[src/rtl/hfl_pkg.sv]
`default_nettype none

package hfl_pkg;

    localparam int PROB_FRAC_BITS = 16;
    localparam int PROB_W         = PROB_FRAC_BITS + 1;
    localparam int LOG_W          = 48;
    localparam int LOG_FRAC       = 16;
    localparam int LN_W           = 32;
    localparam int MANT_W         = 31;

    localparam logic [PROB_W-1:0] ONE_PROB  = PROB_W'(1) << PROB_FRAC_BITS;
    localparam logic [PROB_W-1:0] T_MAX     = '1;
    localparam logic [31:0]       LN2_Q32   = 32'd2977044472;
    localparam logic signed [LOG_W-1:0] LOG_MIN = {1'b1, {(LOG_W-1){1'b0}}};
    localparam logic signed [LOG_W-1:0] LOG_MAX = {1'b0, {(LOG_W-1){1'b1}}};

    typedef enum logic [1:0] {
        FUNC_INIT  = 2'd0,
        FUNC_TRANS = 2'd1,
        FUNC_EMIS  = 2'd2,
        FUNC_OBS   = 2'd3
    } func_t;

    typedef struct packed {
        func_t             func;
        logic [3:0]        row_state;
        logic [7:0]        col_index;
        logic [PROB_W-1:0] prob_value;
        logic [7:0]        symbol;
        logic              last;
    } in_t;

    typedef struct packed {
        logic signed [LOG_W-1:0] loglik;
        logic                    zero_prob;
    } out_t;

endpackage

`default_nettype wire

[src/rtl/hfl_log.sv]
`default_nettype none

module hfl_log
    import hfl_pkg::*;
#(
    parameter int SUM_W = 38
) (
    input  wire logic                    aclk,
    input  wire logic                    aresetn,
    input  wire logic                    start,
    input  wire logic [SUM_W-1:0]        sum_in,
    output logic                         done,
    output logic signed [LN_W-1:0]       ln
);

    localparam int KW  = $clog2(SUM_W);
    localparam int DW  = KW + 2;
    localparam int L2W = DW + LOG_FRAC;
    localparam int PW  = L2W + 33;
    localparam int BW  = $clog2(LOG_FRAC + 1);
    localparam logic signed [PW-1:0] RND = PW'(64'sd2147483648);
    localparam logic signed [32:0]   LN2_S = {1'b0, LN2_Q32};

    typedef enum logic [2:0] {
        L_IDLE, L_NORM, L_SQ, L_CHK, L_MUL, L_RND
    } lstate_t;

    lstate_t                  state_reg;
    logic [SUM_W-1:0]         s_reg;
    logic [KW-1:0]            k_reg;
    logic [MANT_W-1:0]        x_reg;
    logic [2*MANT_W-1:0]      sq_reg;
    logic [LOG_FRAC-1:0]      f_reg;
    logic [BW-1:0]            bcnt_reg;
    logic signed [PW-1:0]     p_reg;
    logic signed [LN_W-1:0]   ln_reg;
    logic                     done_reg;

    logic [31:0]              y;
    logic signed [DW-1:0]     kd;
    logic signed [L2W-1:0]    l2;
    logic signed [PW-1:0]     rnd_sum;

    // log2 fraction: x*x in Q1.30 keeps bits 61..30
    assign y       = sq_reg[61:30];
    assign kd      = $signed({2'b00, k_reg}) - DW'(2 * PROB_FRAC_BITS);
    assign l2      = {kd, f_reg};
    assign rnd_sum = p_reg + RND;

    always_ff @(posedge aclk) begin
        if (!aresetn) begin
            state_reg <= L_IDLE;
            done_reg  <= 1'b0;
        end else begin
            done_reg <= (state_reg == L_RND);
            unique case (state_reg)
                L_IDLE: begin
                    if (start) begin
                        s_reg     <= sum_in;
                        k_reg     <= KW'(SUM_W - 1);
                        state_reg <= L_NORM;
                    end
                end
                L_NORM: begin
                    // one bit of normalization a cycle, sum is nonzero here
                    if (s_reg[SUM_W-1]) begin
                        x_reg     <= s_reg[SUM_W-1 -: MANT_W];
                        f_reg     <= '0;
                        bcnt_reg  <= '0;
                        state_reg <= L_SQ;
                    end else begin
                        s_reg <= s_reg << 1;
                        k_reg <= k_reg - 1'b1;
                    end
                end
                L_SQ: begin
                    sq_reg    <= (2*MANT_W)'(x_reg) * (2*MANT_W)'(x_reg);
                    state_reg <= L_CHK;
                end
                L_CHK: begin
                    x_reg    <= y[31] ? y[31:1] : y[30:0];
                    f_reg    <= {f_reg[LOG_FRAC-2:0], y[31]};
                    bcnt_reg <= bcnt_reg + 1'b1;
                    if (bcnt_reg == BW'(LOG_FRAC - 1)) begin
                        state_reg <= L_MUL;
                    end else begin
                        state_reg <= L_SQ;
                    end
                end
                L_MUL: begin
                    p_reg     <= l2 * LN2_S;
                    state_reg <= L_RND;
                end
                L_RND: begin
                    ln_reg    <= LN_W'($signed(rnd_sum[PW-1:32]));
                    state_reg <= L_IDLE;
                end
                default: state_reg <= L_IDLE;
            endcase
        end
    end

    assign done = done_reg;
    assign ln   = ln_reg;

endmodule

`default_nettype wire

[config.mk]
export PLATFORM = sky130hd
export DESIGN_NAME = hfl_log
export DESIGN_NICKNAME = d
export VERILOG_FILES = /design/src/rtl/hfl_pkg.sv /design/src/rtl/hfl_log.sv
export SDC_FILE = /design/constraint.sdc
export NUM_CORES = 2
export LEC_CHECK = 0
export ABC_CLOCK_PERIOD_IN_PS = 23500
export BUFFER_PORTS_ARGS = -buffer_cell sky130_fd_sc_hd__buf_2
export CAP_MARGIN = 20
export CORE_MARGIN = 4
export CORE_UTILIZATION = 60
export CTS_CLUSTER_SIZE = 8
export DETAILED_ROUTE_END_ITERATION = 7
export PLACE_DENSITY = 0.79
export SLEW_MARGIN = 20
export SYNTH_ARGS = -nofsm -noshare
export SYNTH_HDL_FRONTEND = slang
export SYNTH_SLANG_ARGS = --single-unit
[constraint.sdc]
create_clock -name aclk -period 23.5 [get_ports aclk]
set_clock_uncertainty 0.2 [all_clocks]
set_input_delay 1.175 -clock aclk [delete_from_list [all_inputs] [get_ports aclk]]
set_output_delay 1.175 -clock aclk [all_outputs]
set_load 0.02 [all_outputs]
==> impl_results.md <==
- Final wirelength: 105 mm
- Number of top-level pins: 74
- Number of synthesized register bits: 182
- Area leader, netlist: fa_1
- CTS resizes: 0
- Yosys cell types: 77
- Post-synthesis async set-or-reset flop share: 0%
- Synth cell count leaders: 1,330 x inv_1, 977 x fa_1, 540 x ha_1
- Tmin final: 8800 ps
- Initial Utilization: 61.0%
- Reg2reg path depth: 23
- Hold path start: sq_reg[60]$_DFFE_PP_
- RSZ-0062 raised after global routing: no
- Relative slew slack: 34.1%
- DRT Pass-1 Iters: 6
- Die area: 0.0791 mm²
- Crit path capture type: register
- Path type of the worst setup path: reg2reg
- Most common cell in the synthesized netlist: inv_1
- Critical Path RT: 23,520 ps
- Total nets after synthesis: 6,060
- CTS max path bufs: 2
- Core Footprint: 0.0735 mm²
- Area grow syn2layout: 4.41%
- 1st-iter DRT viols: 2,253
- Synth Instances: 4,502
- Syn avg cell area: 9.95 µm²
- Final hold violation count: 0
- Combinational family with the most area after synthesis: adder cells
- Chip height: 281 µm
- Initial antenna violation count: 4
- Clock sink total: 182
- Max-slew violation total from the final report: 0
- Synth top area cells: fa_1 44%, ha_1 15%, edfxtp_1 12%
- Post-Syn Area: 0.0448 mm²
- Die X: 281 µm
- CP Cell Sequence: buf_4 -> inv_1 -> nor2_1 -> fa_1 -> fa_1 -> fa_1 -> inv_1 -> fa_1 -> inv_1 -> fa_1 -> fa_1 -> fa_1 -> fa_1 -> ha_1 -> a21o_1 -> a31oi_1 -> o221ai_1 -> a211oi_1 -> o21ai_0 -> a21oi_1 -> o21bai_1 -> a41oi_1 -> xnor2_1
- Worst-path clk slew: 80 ps
- Met2 usage: 47.3%
- Total global routing overflow: 0
- GR Util met3: 5.27%
- Worst Tran Pin Value: 989 ps
- Hold_buf cts: 0
- Layout cells sized above 1: 4.16%
- CTS root buffer: clkbuf_16
- PortBufs: 73
- Status: finished, final reports clean
- Final #Nets: 6,064
- Global route hottest layer: met2
- Vias per cell: 5.52
- Peak Freq: 114 MHz
- Synth Area in Adders: 58.7%
- Hpwl dp: 86.7 mm
- DRC Markers: 0
- Worst setup SP type: register
- # H-tree levels: 4
- Simple-Gate Fraction of Synth Area: 9.18%
- Number of global-route vias before repair: 33.2k
- Hold Path Sink: x_reg[30]$_SDFFCE_PP1P_
- Slowest-stage cell, CP: edfxtp_1
- Worst-Skew Late Latency: 470 ps
- CTS tree: built
- WL per Instance: 19.2 µm
- Max reg flops: 38
- Hold depth: 1
- R2R setup slack: 14,700 ps
- Reg2reg start: x_reg[5]$_DFFE_PP_
- Yosys top cell area share: 43.7%
- Tot GR Track Use: 28.2%
- YS warnings: 0
- Maxcap violations: 0
- Remaining antenna violation count after routing: 0
- XOR/XNOR share of the synthesized area: 2.09%
- Std cell rows: 99
- Seq/Total Area, Yosys: 12.1%
- Placer Congestion: 0.980
- Worst Path Arrival: 8820 ps
- Post-synth EDFFs: 178
- Most used cell along the critical path: fa_1
- Max incr delay on CP: 900 ps
- Global-route wire length before repair: 173 mm
- Top FF cell, synth: edfxtp_1
- Compound-gate portion of the synthesized area: 4.80%
- Post-synthesis mux area share: 0.785%
- Setup TNS: 0 ps
- Ant diodes: 0
- CTS Buf Count: 17
- Met1 GRT Util: 37.3%
- Largest net degree at the start of global routing: 79
- Maximum fanout along the worst path: 15
- RR Endpoint: sq_reg[46]$_DFFE_PP_
- Min-Delay Path Class: reg2reg
- Final number of setup-violating endpoints: 0
- CP top delay family: adder cells
- Setup Fix Bufs, Post-CTS: 0
- Via count of the routed design: 30.2k
- Fin crit share: 37.5%
- Buf/Inv on CP: 4
-- stage by stage --
| step | hold slack, ps | cells | utilization (%) | cell area (µm²) | worst slack [ps] |
|---|---|---|---|---|---|
| after floorplan | 310 | 4502 | - | 44800 | 16010 |
| final | 348 | 5477 | 63.7 | 46800 | 14700 |
| after CTS | 352 | 5477 | 63.7 | 46800 | 14810 |
| after global routing | 375 | 5477 | 63.7 | 46800 | 14420 |
| after detailed placement | 336 | 5446 | 62.9 | 46200 | 14850 |
| after global placement | 326 | 5446 | 62.9 | 46200 | 14950 |
-- cell usage in the layout, fill, tap and decap left out, types with 17 or more instances in the layout --
master / n
a21o_1: 43
a21oi_1: 85
and2_1: 202
and3_1: 18
buf_2: 73
buf_4: 43
clkbuf_16: 17
edfxtp_1: 178
fa_1: 977
ha_1: 540
inv_1: 1330
mux2i_1: 34
nand2_1: 418
nand3_1: 29
nand4_1: 17
nor2_1: 88
nor2b_1: 17
nor3_1: 21
o21ai_0: 97
xnor2_1: 67
xor2_1: 40
-- logic make-up after synthesis --
logic type,count (synthesis)
AOI/OAI and AO/OA,337
adders and majority gates,1517
DFF,182
xor gates and xnor gates,107
muxes,35
buffers and inverters,1461
and+or+nand+nor,863
-- worst max path at each step --
stage	startpoint	slack (ps)	cells after the start	end
global route	x_reg[5]$_DFFE_PP_	14420	24	sq_reg[60]$_DFFE_PP_
floorplan	x_reg[25]$_DFFE_PP_	16010	26	sq_reg[60]$_DFFE_PP_
finish	x_reg[5]$_DFFE_PP_	14700	23	sq_reg[46]$_DFFE_PP_
global placement	x_reg[5]$_DFFE_PP_	14950	24	sq_reg[60]$_DFFE_PP_
detailed placement	x_reg[5]$_DFFE_PP_	14850	24	sq_reg[60]$_DFFE_PP_
CTS	x_reg[5]$_DFFE_PP_	14810	24	sq_reg[60]$_DFFE_PP_
-- area by class of cell --
| type | instances | area [µm²] |
|---|---|---|
| inverters | 1330 | 4990 |
| clock buffers | 17 | 425 |
| multi-input cells | 2859 | 33900 |
| well taps | 959 | 1200 |
| clock inverters | 14 | 156 |
| repair buffers | 116 | 688 |
| flip-flops and latches | 182 | 5430 |
| fillers | 5691 | 26700 |
-- routing by layer --
metal / vias up / routed length (µm) / part of all wire [%]
met2: 1150 / 51200 / 49
met5: - / 13 / 0.012
met4: 2 / 3930 / 3.7
met1: 15300 / 41100 / 39
li1: 13500 / - / -
met3: 244 / 9070 / 8.6
Power is not shown: default switching activity piles up to over one toggle a cycle in this logic, so the estimate is an artifact.
