==> config.mk <==
export PLATFORM = sky130hd
export DESIGN_NAME = hfl_ram
export DESIGN_NICKNAME = d
export VERILOG_FILES = /design/src/rtl/hfl_ram.sv
export SDC_FILE = /design/constraint.sdc
export NUM_CORES = 1
export LEC_CHECK = 0
export CORE_ASPECT_RATIO = 2
export CORE_MARGIN = 1.5
export CORE_UTILIZATION = 35
export CTS_BUF_LIST = sky130_fd_sc_hd__clkbuf_2 sky130_fd_sc_hd__clkbuf_4 sky130_fd_sc_hd__clkbuf_8
export DETAILED_ROUTE_END_ITERATION = 7
export DONT_BUFFER_PORTS = 1
export GPL_TIMING_DRIVEN = 0
export HOLD_SLACK_MARGIN = 0.03
export PLACE_DENSITY = 0.54
export SYNTH_ARGS = -nofsm -noshare
export SYNTH_HDL_FRONTEND = slang
export SYNTH_SLANG_ARGS = --single-unit
export TNS_END_PERCENT = 20
==> constraint.sdc <==
create_clock -name aclk -period 2.91 [get_ports aclk]
set_input_delay 0.7275 -clock aclk [delete_from_list [all_inputs] [get_ports aclk]]
set_output_delay 0.7275 -clock aclk [all_outputs]
set_load 0.01 [all_outputs]
==> src/rtl/hfl_ram.sv <==
`default_nettype none

module hfl_ram #(
    parameter int WIDTH = 17,
    parameter int DEPTH = 16
) (
    input  wire logic                     aclk,
    input  wire logic                     we,
    input  wire logic [$clog2(DEPTH)-1:0] waddr,
    input  wire logic [WIDTH-1:0]         wdata,
    input  wire logic [$clog2(DEPTH)-1:0] raddr,
    output logic      [WIDTH-1:0]         rdata
);

    logic [WIDTH-1:0] mem [DEPTH];
    logic [WIDTH-1:0] rdata_reg;

    always_ff @(posedge aclk) begin
        if (we) begin
            mem[waddr] <= wdata;
        end
        rdata_reg <= mem[raddr];
    end

    assign rdata = rdata_reg;

endmodule

`default_nettype wire

==> out/results.txt, run 1 <==
Grouping stages by cell kind, the critical path spends the most delay in buffers and inverters. The tools report the remaining design rule violation count as 0. Data arrives at the worst endpoint at 2.51 ns. The cell seen most often among critical-path stages was sky130_fd_sc_hd__clkbuf_1. After clock tree synthesis, the flow added hold-fix buffers numbering 0.

The port buffer count came out at 0. The total power is 8.343 mW. Critical register-to-register path endpoint: rdata[13]$_DFF_P_. The min-delay analysis places its worst path in the category input pin to register. After synthesis, the most frequently instantiated cells are sky130_fd_sc_hd__edfxtp_1, sky130_fd_sc_hd__mux4_2, sky130_fd_sc_hd__a22oi_1. The number of library cell types mapped by synthesis was 20; the count of final hold-check violations was 0. Based on the critical path, the design can be clocked at up to 0.4720 GHz. The most common cell in the synthesized netlist is sky130_fd_sc_hd__edfxtp_1.

After synthesis the netlist holds a flip-flop and latch count of 289. Clock-pin slew was measured on the worst setup and hold paths at 0.07 ns. The tools report the total wirelength of the detailed-routed design as 24,540 microns.

The biggest area contributor in the post-synthesis netlist is sky130_fd_sc_hd__edfxtp_1. For this design, the slowest cell found on the critical path is sky130_fd_sc_hd__clkbuf_1. Entering global routing, the biggest net connects 17 pins. The final global-route overflow total was 0; the critical path buffer and inverter count was 2.

The kind of critical path was input pin to register. The type of destination of the critical path was a register. Counting every sink on the clock net gives 289. The transition at the pin with the smallest max-transition slack was 0.9834 ns; the share of synthesized registers carrying an async set or reset was 0%. In the global route stage, met1 resource usage came out at 17.40%. Global routing used 2.594% of the available met3 tracks. The worst slack at placement was 0.2092 ns; the insertion delay to the later sink of the worst-skew pair was 0.53 ns. Counting flops with a built-in enable in the synthesized netlist gives 272. Routability-driven placement finished with a final weighted congestion of 0.7102. In this run the remaining antenna-violating nets after routing total 0. Adding up every negative setup slack in the final design gives 0 ns. Traced cell by cell, the critical path runs through clkbuf_1, clkbuf_1, mux4_2, a22oi_1, nand2_1. The tools report the number of antenna violations at the first check in global routing as 1. The number of nets in the layout is 547, and the die width is 126.3 microns.

The number of gates resized after CTS was 0. On the worst path, the slowest cell contributes a delay of 0.76 ns. The detailed-router iteration count before antenna repair came out at 4.

The source of the worst register-to-register timing path is mem[0][13]$_DFFE_PP_. In the global route stage, overall resource usage came out at 16.10%. The number of placed instances, taps included was 846.

Sequential elements use 79.98% of the synthesized area. For this run, global-route usage on met2 was measured as 30.16%. For the first-pass GRT wire length, the log shows 36,160 microns. Cell depth of the worst flop-to-flop path: 3. Setup violations remaining at the end of the flow were counted as 0. The tools report the die area as 31,510 sq um. The tools report the count of fill cells added during filler insertion as 2,572.

Post-CTS timing repair inserted 0 buffers for setup. The power density normalized to cell area works out to 673.8 nW/um^2. For this run, the leading register cell type out of synthesis is sky130_fd_sc_hd__edfxtp_1. Count of final max-slew check failures: 0. Summed over all cells, the static leakage comes to 3.929 nW. Summing all placed instances gives a cell area of 11,530 sq um.

The worst path in the final design needs a cycle of 2.119 ns, including I/O delays and setup. The register with the most flip-flops in the layout has 272 of them. Averaged over all synthesized cells, the footprint is 23.23 sq um. The run gives 34.44% as the headroom to the max-slew limit. The cell count after synthesis came out at 458.

Ranked by total cell area, the synthesized netlist is headed by sky130_fd_sc_hd__edfxtp_1, sky130_fd_sc_hd__mux4_2, sky130_fd_sc_hd__dfxtp_1, sky130_fd_sc_hd__a22oi_1, sky130_fd_sc_hd__mux4_1. Relative to the synthesized area, the layout overhead comes to 16.40%. Count of synthesis-stage warnings from yosys: 0. Synthesis produced a netlist with a net count of 485. TritonCTS built the clock tree.

The post-route netlist has 33.27% of its cells at a drive strength greater than 1. The flow ran to the end, and the final reports show no timing, DRC or antenna violations. Summing every instance area after synthesis gives 10,640 sq um. In this run the worst setup path terminates at rdata[13]$_DFF_P_.

In this run the number of H-tree levels came out at 2. The logic depth of the worst setup path including buffers came out at 5. The total area inside the core boundary comes to 30,070 sq um. Between clock sinks in the finished design, the worst skew comes to 0.02009 ns.

The tool flagged a number of max-cap violations equal to 0. Number of design-rule violations left by the first detailed-router iteration: 369. The post-layout worst setup margin was 0.7912 ns; the maximum buffer depth of the clock tree was 3. Along the worst path, the maximum fanout reaches 10.

The sort of element at the start of the critical path is an input pin. The peak supply drop was 0.2174 mV; the top-area cell type share of the netlist area was 76.78%. The routed length per instance was 26.70 microns. The worst register-to-register path has a setup slack of 1.48 ns. At the worst endpoint, the required time is 3.30 ns.

Clock tree root buffer cell: sky130_fd_sc_hd__clkbuf_8. The run gives 919 as the final cell count without fillers. The critical path starts at raddr[1]. Once detailed placement completed, the half-perimeter wirelength came to 16,190 microns.

The share of the cycle needed by the critical path after routing was 72.81%; the overall via count from detail_route was 4,882. After routing the design area is 12,380 sq um. The average vias per placed instance was 5.312; the number of global-route vias before repair was 5,531. The floorplan has 90 rows. The starting utilization of the core area is 35.38%. After global routing, the most crowded layer is met2. For the number of placed I/O pins, the log shows 44. Setup repair after global routing left no endpoint under its margin. In this run the vertical extent of the chip is 249.6 microns. The number of clock buffers added by TritonCTS is 40.
[report_power, final]
group          internal (mW)  total [mW]  switching, mW
combinational          0.158       0.346          0.188
clock                   1.83        3.30           1.48
sequential              4.65        4.70         0.0422
[cells in the final DEF, fill, tap and decap left out, types with 9 or more instances in the layout]
cell type	n
sky130_fd_sc_hd__a22oi_1	34
sky130_fd_sc_hd__buf_16	9
sky130_fd_sc_hd__nor2_2	12
sky130_fd_sc_hd__clkbuf_8	46
sky130_fd_sc_hd__clkbuf_4	16
sky130_fd_sc_hd__clkbuf_1	9
sky130_fd_sc_hd__dfxtp_1	17
sky130_fd_sc_hd__mux4_2	65
sky130_fd_sc_hd__nand2_1	18
sky130_fd_sc_hd__edfxtp_1	272
[how the worst min path moves through the flow]
stage,startpoint,cells after the start,endpoint
3_3_place_gp,mem[12][1]$_DFFE_PP_,3,rdata[1]$_DFF_P_
3_5_place_dp,mem[15][2]$_DFFE_PP_,3,rdata[2]$_DFF_P_
2_1_floorplan,mem[15][11]$_DFFE_PP_,3,rdata[11]$_DFF_P_
6_report,wdata[10],0,mem[4][10]$_DFFE_PP_
4_1_cts,wdata[10],0,mem[5][10]$_DFFE_PP_
5_1_grt,wdata[10],0,mem[6][10]$_DFFE_PP_
[metrics by stage]
| step | util [%] | hold WS, ns |
|---|---|---|
| 2_1_floorplan | - | 0.6221 |
| 3_3_place_gp | 36.91 | 0.6635 |
| 3_5_place_dp | 38.35 | 0.6739 |
| 4_1_cts | 41.17 | 0.2485 |
| 5_1_grt | 41.18 | 0.2577 |
| 6_report | 41.18 | 0.2814 |
[worst register-to-register path: stages, from the launching register on]
cell and delay, ns:
sky130_fd_sc_hd__edfxtp_1 0.38, sky130_fd_sc_hd__mux4_2 0.47, sky130_fd_sc_hd__a22oi_1 0.33, sky130_fd_sc_hd__nand2_1 0.11
[layer usage]
layer	part of all wire (%)	vias to the layer above	wire, microns
met2	57	142	13890
met5	0	-	0
met3	4.4	52	1087
met4	4.0	0	987
met1	35	2619	8572
li1	-	2069	-
[cell type report]
class                      instances  area [sq um]  area share [%]
sequential                       289          8508           68.71
multi-input combinational        146          2044           16.51
clock buffer                      62         753.2           6.083
tap                              368         460.4           3.719
timing repair buffer              20         382.9           3.092
buffer                            23         135.1           1.091
clock inverter                    10         95.09          0.7680
antenna                            1         2.502         0.02021
[kinds of logic after synthesis]
group	synth area share (%)
simple gates	1.847
flops	79.98
mux	14.50
compound gates	2.399
buf+inv	1.270
(Power assumes the default switching activity.)
==> run 2: changes to the inputs <==
--- a/config.mk
+++ b/config.mk
@@ -13,7 +13,7 @@
 export DONT_BUFFER_PORTS = 1
 export GPL_TIMING_DRIVEN = 0
 export HOLD_SLACK_MARGIN = 0.03
-export PLACE_DENSITY = 0.54
+export PLACE_DENSITY = 0.52
 export SYNTH_ARGS = -nofsm -noshare
 export SYNTH_HDL_FRONTEND = slang
 export SYNTH_SLANG_ARGS = --single-unit
==> constraint.sdc (replaced) <==
create_clock -name aclk -period 1.95 [get_ports aclk]
set_input_delay 0.4875 -clock aclk [delete_from_list [all_inputs] [get_ports aclk]]
set_output_delay 0.4875 -clock aclk [all_outputs]
set_load 0.01 [all_outputs]
==> run 2 against run 1 <==
  * Utilization is 0.48 points higher
  * Clock power is 50% higher
  * Flip-flop and latch count stayed put
  * Register-to-register slack worse by 0.90 ns
  * Worst hold slack worse by 0.080 ns
  * Wire length is 0.48% higher
==> out/results.txt, run 2 (synthesis results as in run 1) <==
The die area is 31,510 sq um (unchanged). Average vias per placed instance: 5.271 (was 5.312). For the number of design-rule violations left by the first detailed-router iteration, the log shows 386 (was 369).

The peak supply drop is 0.4039 mV (was 0.2174 mV), and the layout cell share with drive strength beyond 1 is 31.38% (was 33.27%). Maximum buffer depth of the clock tree: 3 (unchanged). Register-to-register setup slack: 0.58 ns (was 1.48 ns). Setup repair after global routing left no endpoint under its margin.

Clock-pin slew reported for the worst setup and hold paths after clock tree synthesis: 0.07 ns (about the same). The type of destination of the critical path was a register (unchanged). The level count of the clock H-tree was 2 (unchanged). The post-detailed-route count of antenna-violating nets came out at 0 (unchanged).

The number of cells traversed by the worst hold path was 1 (was 0). For the count of final hold-check violations, the log shows 0 (unchanged). The tools report the pin count of the biggest net entering global routing as 18 (was 17). The clock skew is 0.01466 ns (was 0.02009 ns).

The post-route minimum period was 1.850 ns. The tools report the worst hold-check slack as 0.2013 ns (was 0.2814 ns). The number of sinks driven by the clock tree is 289 (unchanged). The run gives 39.4% (was 39.6%) as the share of power burned in the clock network. The share of power burned in registers was 55.8% (was 56.3%).

The final number of setup-violating endpoints is 0 (unchanged). The transition at the pin with the smallest max-transition slack is 1.012 ns (was 0.9834 ns). The first-pass GRT wire length is 36,160 microns (about the same), and the max-cap violation count is 0 (unchanged). The area of the placeable core is 30,070 sq um (unchanged). The cell class contributing the biggest share of worst-path delay is simple AND/OR/NAND/NOR gates (was buffers and inverters). The run gives 4.9% (was 4.1%) as the combinational group share of total power. Kind of critical path: input pin to register (unchanged). Cell-by-cell trace of the critical path: nor2_1, clkbuf_1, a22oi_1, nand2_1 (was clkbuf_1, clkbuf_1, mux4_2, a22oi_1, nand2_1). The synthesis-to-layout area growth works out to 17.75% (was 16.40%).

Commonest non-fill, non-tap cells in the layout: sky130_fd_sc_hd__edfxtp_1, sky130_fd_sc_hd__mux4_2, sky130_fd_sc_hd__clkbuf_8, sky130_fd_sc_hd__a22oi_1, sky130_fd_sc_hd__nand2_1 (unchanged). The logs give 35.38% (unchanged) for the starting utilization of the core area and 16.21% (was 16.10%) for the all-layer global routing usage. For the CTS buffer count, the log shows 40 (unchanged). Number of flip-flops under the largest register name: 272 (unchanged). The total wirelength of the detailed-routed design is 24,650 microns (was 24,540 microns), and the data arrival at the endpoint of the critical path is 2.32 ns (was 2.51 ns). The critical-path maximum fanout came out at 10 (unchanged). The run gives 562 (was 547) as the number of nets in the layout. The number of placement rows came out at 90 (unchanged).

The leakage power figure was 3.976 nW (was 3.929 nW); the overall via count from detail_route was 4,918 (was 4,882). Height of the die: 249.6 microns (unchanged). The port buffer count was 0 (unchanged); the share of the cycle needed by the critical path after routing was 94.88%.

The type of the most critical hold path is input pin to register (unchanged). The power density normalized to cell area is 1003 nW/um^2 (was 673.8 nW/um^2), and the design internal power is 9.939 mW (was 6.638 mW). The data required time of the critical path is 2.42 ns (was 3.30 ns). The critical register-to-register path endpoint is rdata[13]$_DFF_P_ (unchanged). Weighted congestion at the end of routability-driven global placement: 0.7072 (was 0.7102). For the number of global-route vias before repair, the log shows 5,520 (was 5,531).

The count of fill cells added during filler insertion was 2,534 (was 2,572); the critical path buffer and inverter count was 1 (was 2). The total power is 12.57 mW (was 8.343 mW). For the number of antenna violations at the first check in global routing, the log shows 1 (unchanged). The tools report the start point of the worst hold path as waddr[0] (was wdata[10]). Most common cell after layout, fill and taps aside: sky130_fd_sc_hd__edfxtp_1 (unchanged).

TritonCTS built the clock tree. The routed length per instance was 26.42 microns (was 26.70 microns); the die width was 126.3 microns (unchanged). The remaining design rule violation count is 0 (unchanged). Sink of the worst hold path: mem[8][12]$_DFFE_PP_ (was mem[4][10]$_DFFE_PP_).

The headroom to the max-slew limit is 32.30% (was 34.44%). Sort of element at the start of the critical path: an input pin (unchanged). The switching power share of the total is 20.90% (was 20.44%), and the cell depth of the worst flop-to-flop path is 3 (unchanged). The final global-route overflow total was 0 (unchanged). The run finished with clean final reports. The net switching power is 2.626 mW (was 1.706 mW), and the estimated wirelength of the detail-placed design is 15,750 microns (was 16,190 microns). The run gives 0 (unchanged) as the count of final max-slew check failures.

The largest stage delay on the critical path is 0.75 ns (was 0.76 ns). The tools report the insertion delay to the later sink of the worst-skew pair as 0.53 ns (about the same). The core utilization of the finished layout is 41.66% (was 41.18%). The master of the slowest instance on the critical path was sky130_fd_sc_hd__nor2_1 (was sky130_fd_sc_hd__clkbuf_1). Clock tree root buffer cell: sky130_fd_sc_hd__clkbuf_8 (unchanged). Static timing analysis puts the maximum clock frequency at 0.5405 GHz. For the setup TNS after final layout, the log shows 0 ns (unchanged).

The source of the worst register-to-register timing path is mem[3][13]$_DFFE_PP_ (was mem[0][13]$_DFFE_PP_). The run gives 4 (unchanged) as the detailed-router iteration count before antenna repair. Number of placed I/O pins: 44 (unchanged).
run 2: per-stage QoR:
step	area, sq um	cells	setup WS (ns)
after floorplan	10650	458	-0.3617
after global placement	11110	826	-1.965
after detailed placement	11490	843	-0.5274
after CTS	12500	931	0.04744
after global routing	12530	933	0.04969
final	12530	933	0.09978
run 2: area by class of cell:
| type | instances | area [sq um] | area share [%] |
|---|---|---|---|
| antenna | 1 | 2.502 | 0.01998 |
| buffer | 23 | 135.1 | 1.079 |
| clock buffer | 58 | 710.7 | 5.674 |
| clock inverter | 13 | 133.9 | 1.069 |
| multi-input combinational | 146 | 2057 | 16.42 |
| sequential | 289 | 8508 | 67.93 |
| tap | 368 | 460.4 | 3.676 |
| timing repair buffer | 35 | 518.0 | 4.135 |
run 2: worst max-delay path by stage:
stage | startpoint | end | slack [ns] | depth (start not counted)
2_1_floorplan | waddr[3] | mem[4][0]$_DFFE_PP_ | -0.36 | 2
3_3_place_gp | we | mem[12][1]$_DFFE_PP_ | -1.97 | 2
3_5_place_dp | raddr[1] | rdata[13]$_DFF_P_ | -0.53 | 5
4_1_cts | raddr[2] | rdata[13]$_DFF_P_ | 0.05 | 4
5_1_grt | raddr[1] | rdata[13]$_DFF_P_ | 0.05 | 5
6_report | raddr[2] | rdata[13]$_DFF_P_ | 0.1 | 4
run 2: what timing repair did:
item | CTS | global route
hold buffers | 17 | 0
endpoints found under the setup margin | 0 | 10
endpoints found under the hold margin | 272 | 0
setup buffers | 0 | 1
gates resized for setup | 0 | 0
run 2: power groups by stage:
stage / Clock [mW] / Sequential (mW) / Combinational, mW
CTS: 5.08 / 7.01 / 0.628
detailed placement: 0 / 7.14 / 0.529
finish: 4.95 / 7.01 / 0.612
global route: 5.33 / 7.01 / 0.657
floorplan: 0 / 7.13 / 0.342
global placement: 0 / 7.14 / 0.489
run 2: routing by layer:
metal	vias to the layer above	part of all wire (%)	wire (microns)	track usage [%]
li1	2106	-	-	-
met1	2631	34	8491	17.31
met2	125	58	14220	31.08
met3	56	4.4	1094	2.487
met4	0	3.4	844	6.995
met5	-	0	0	0
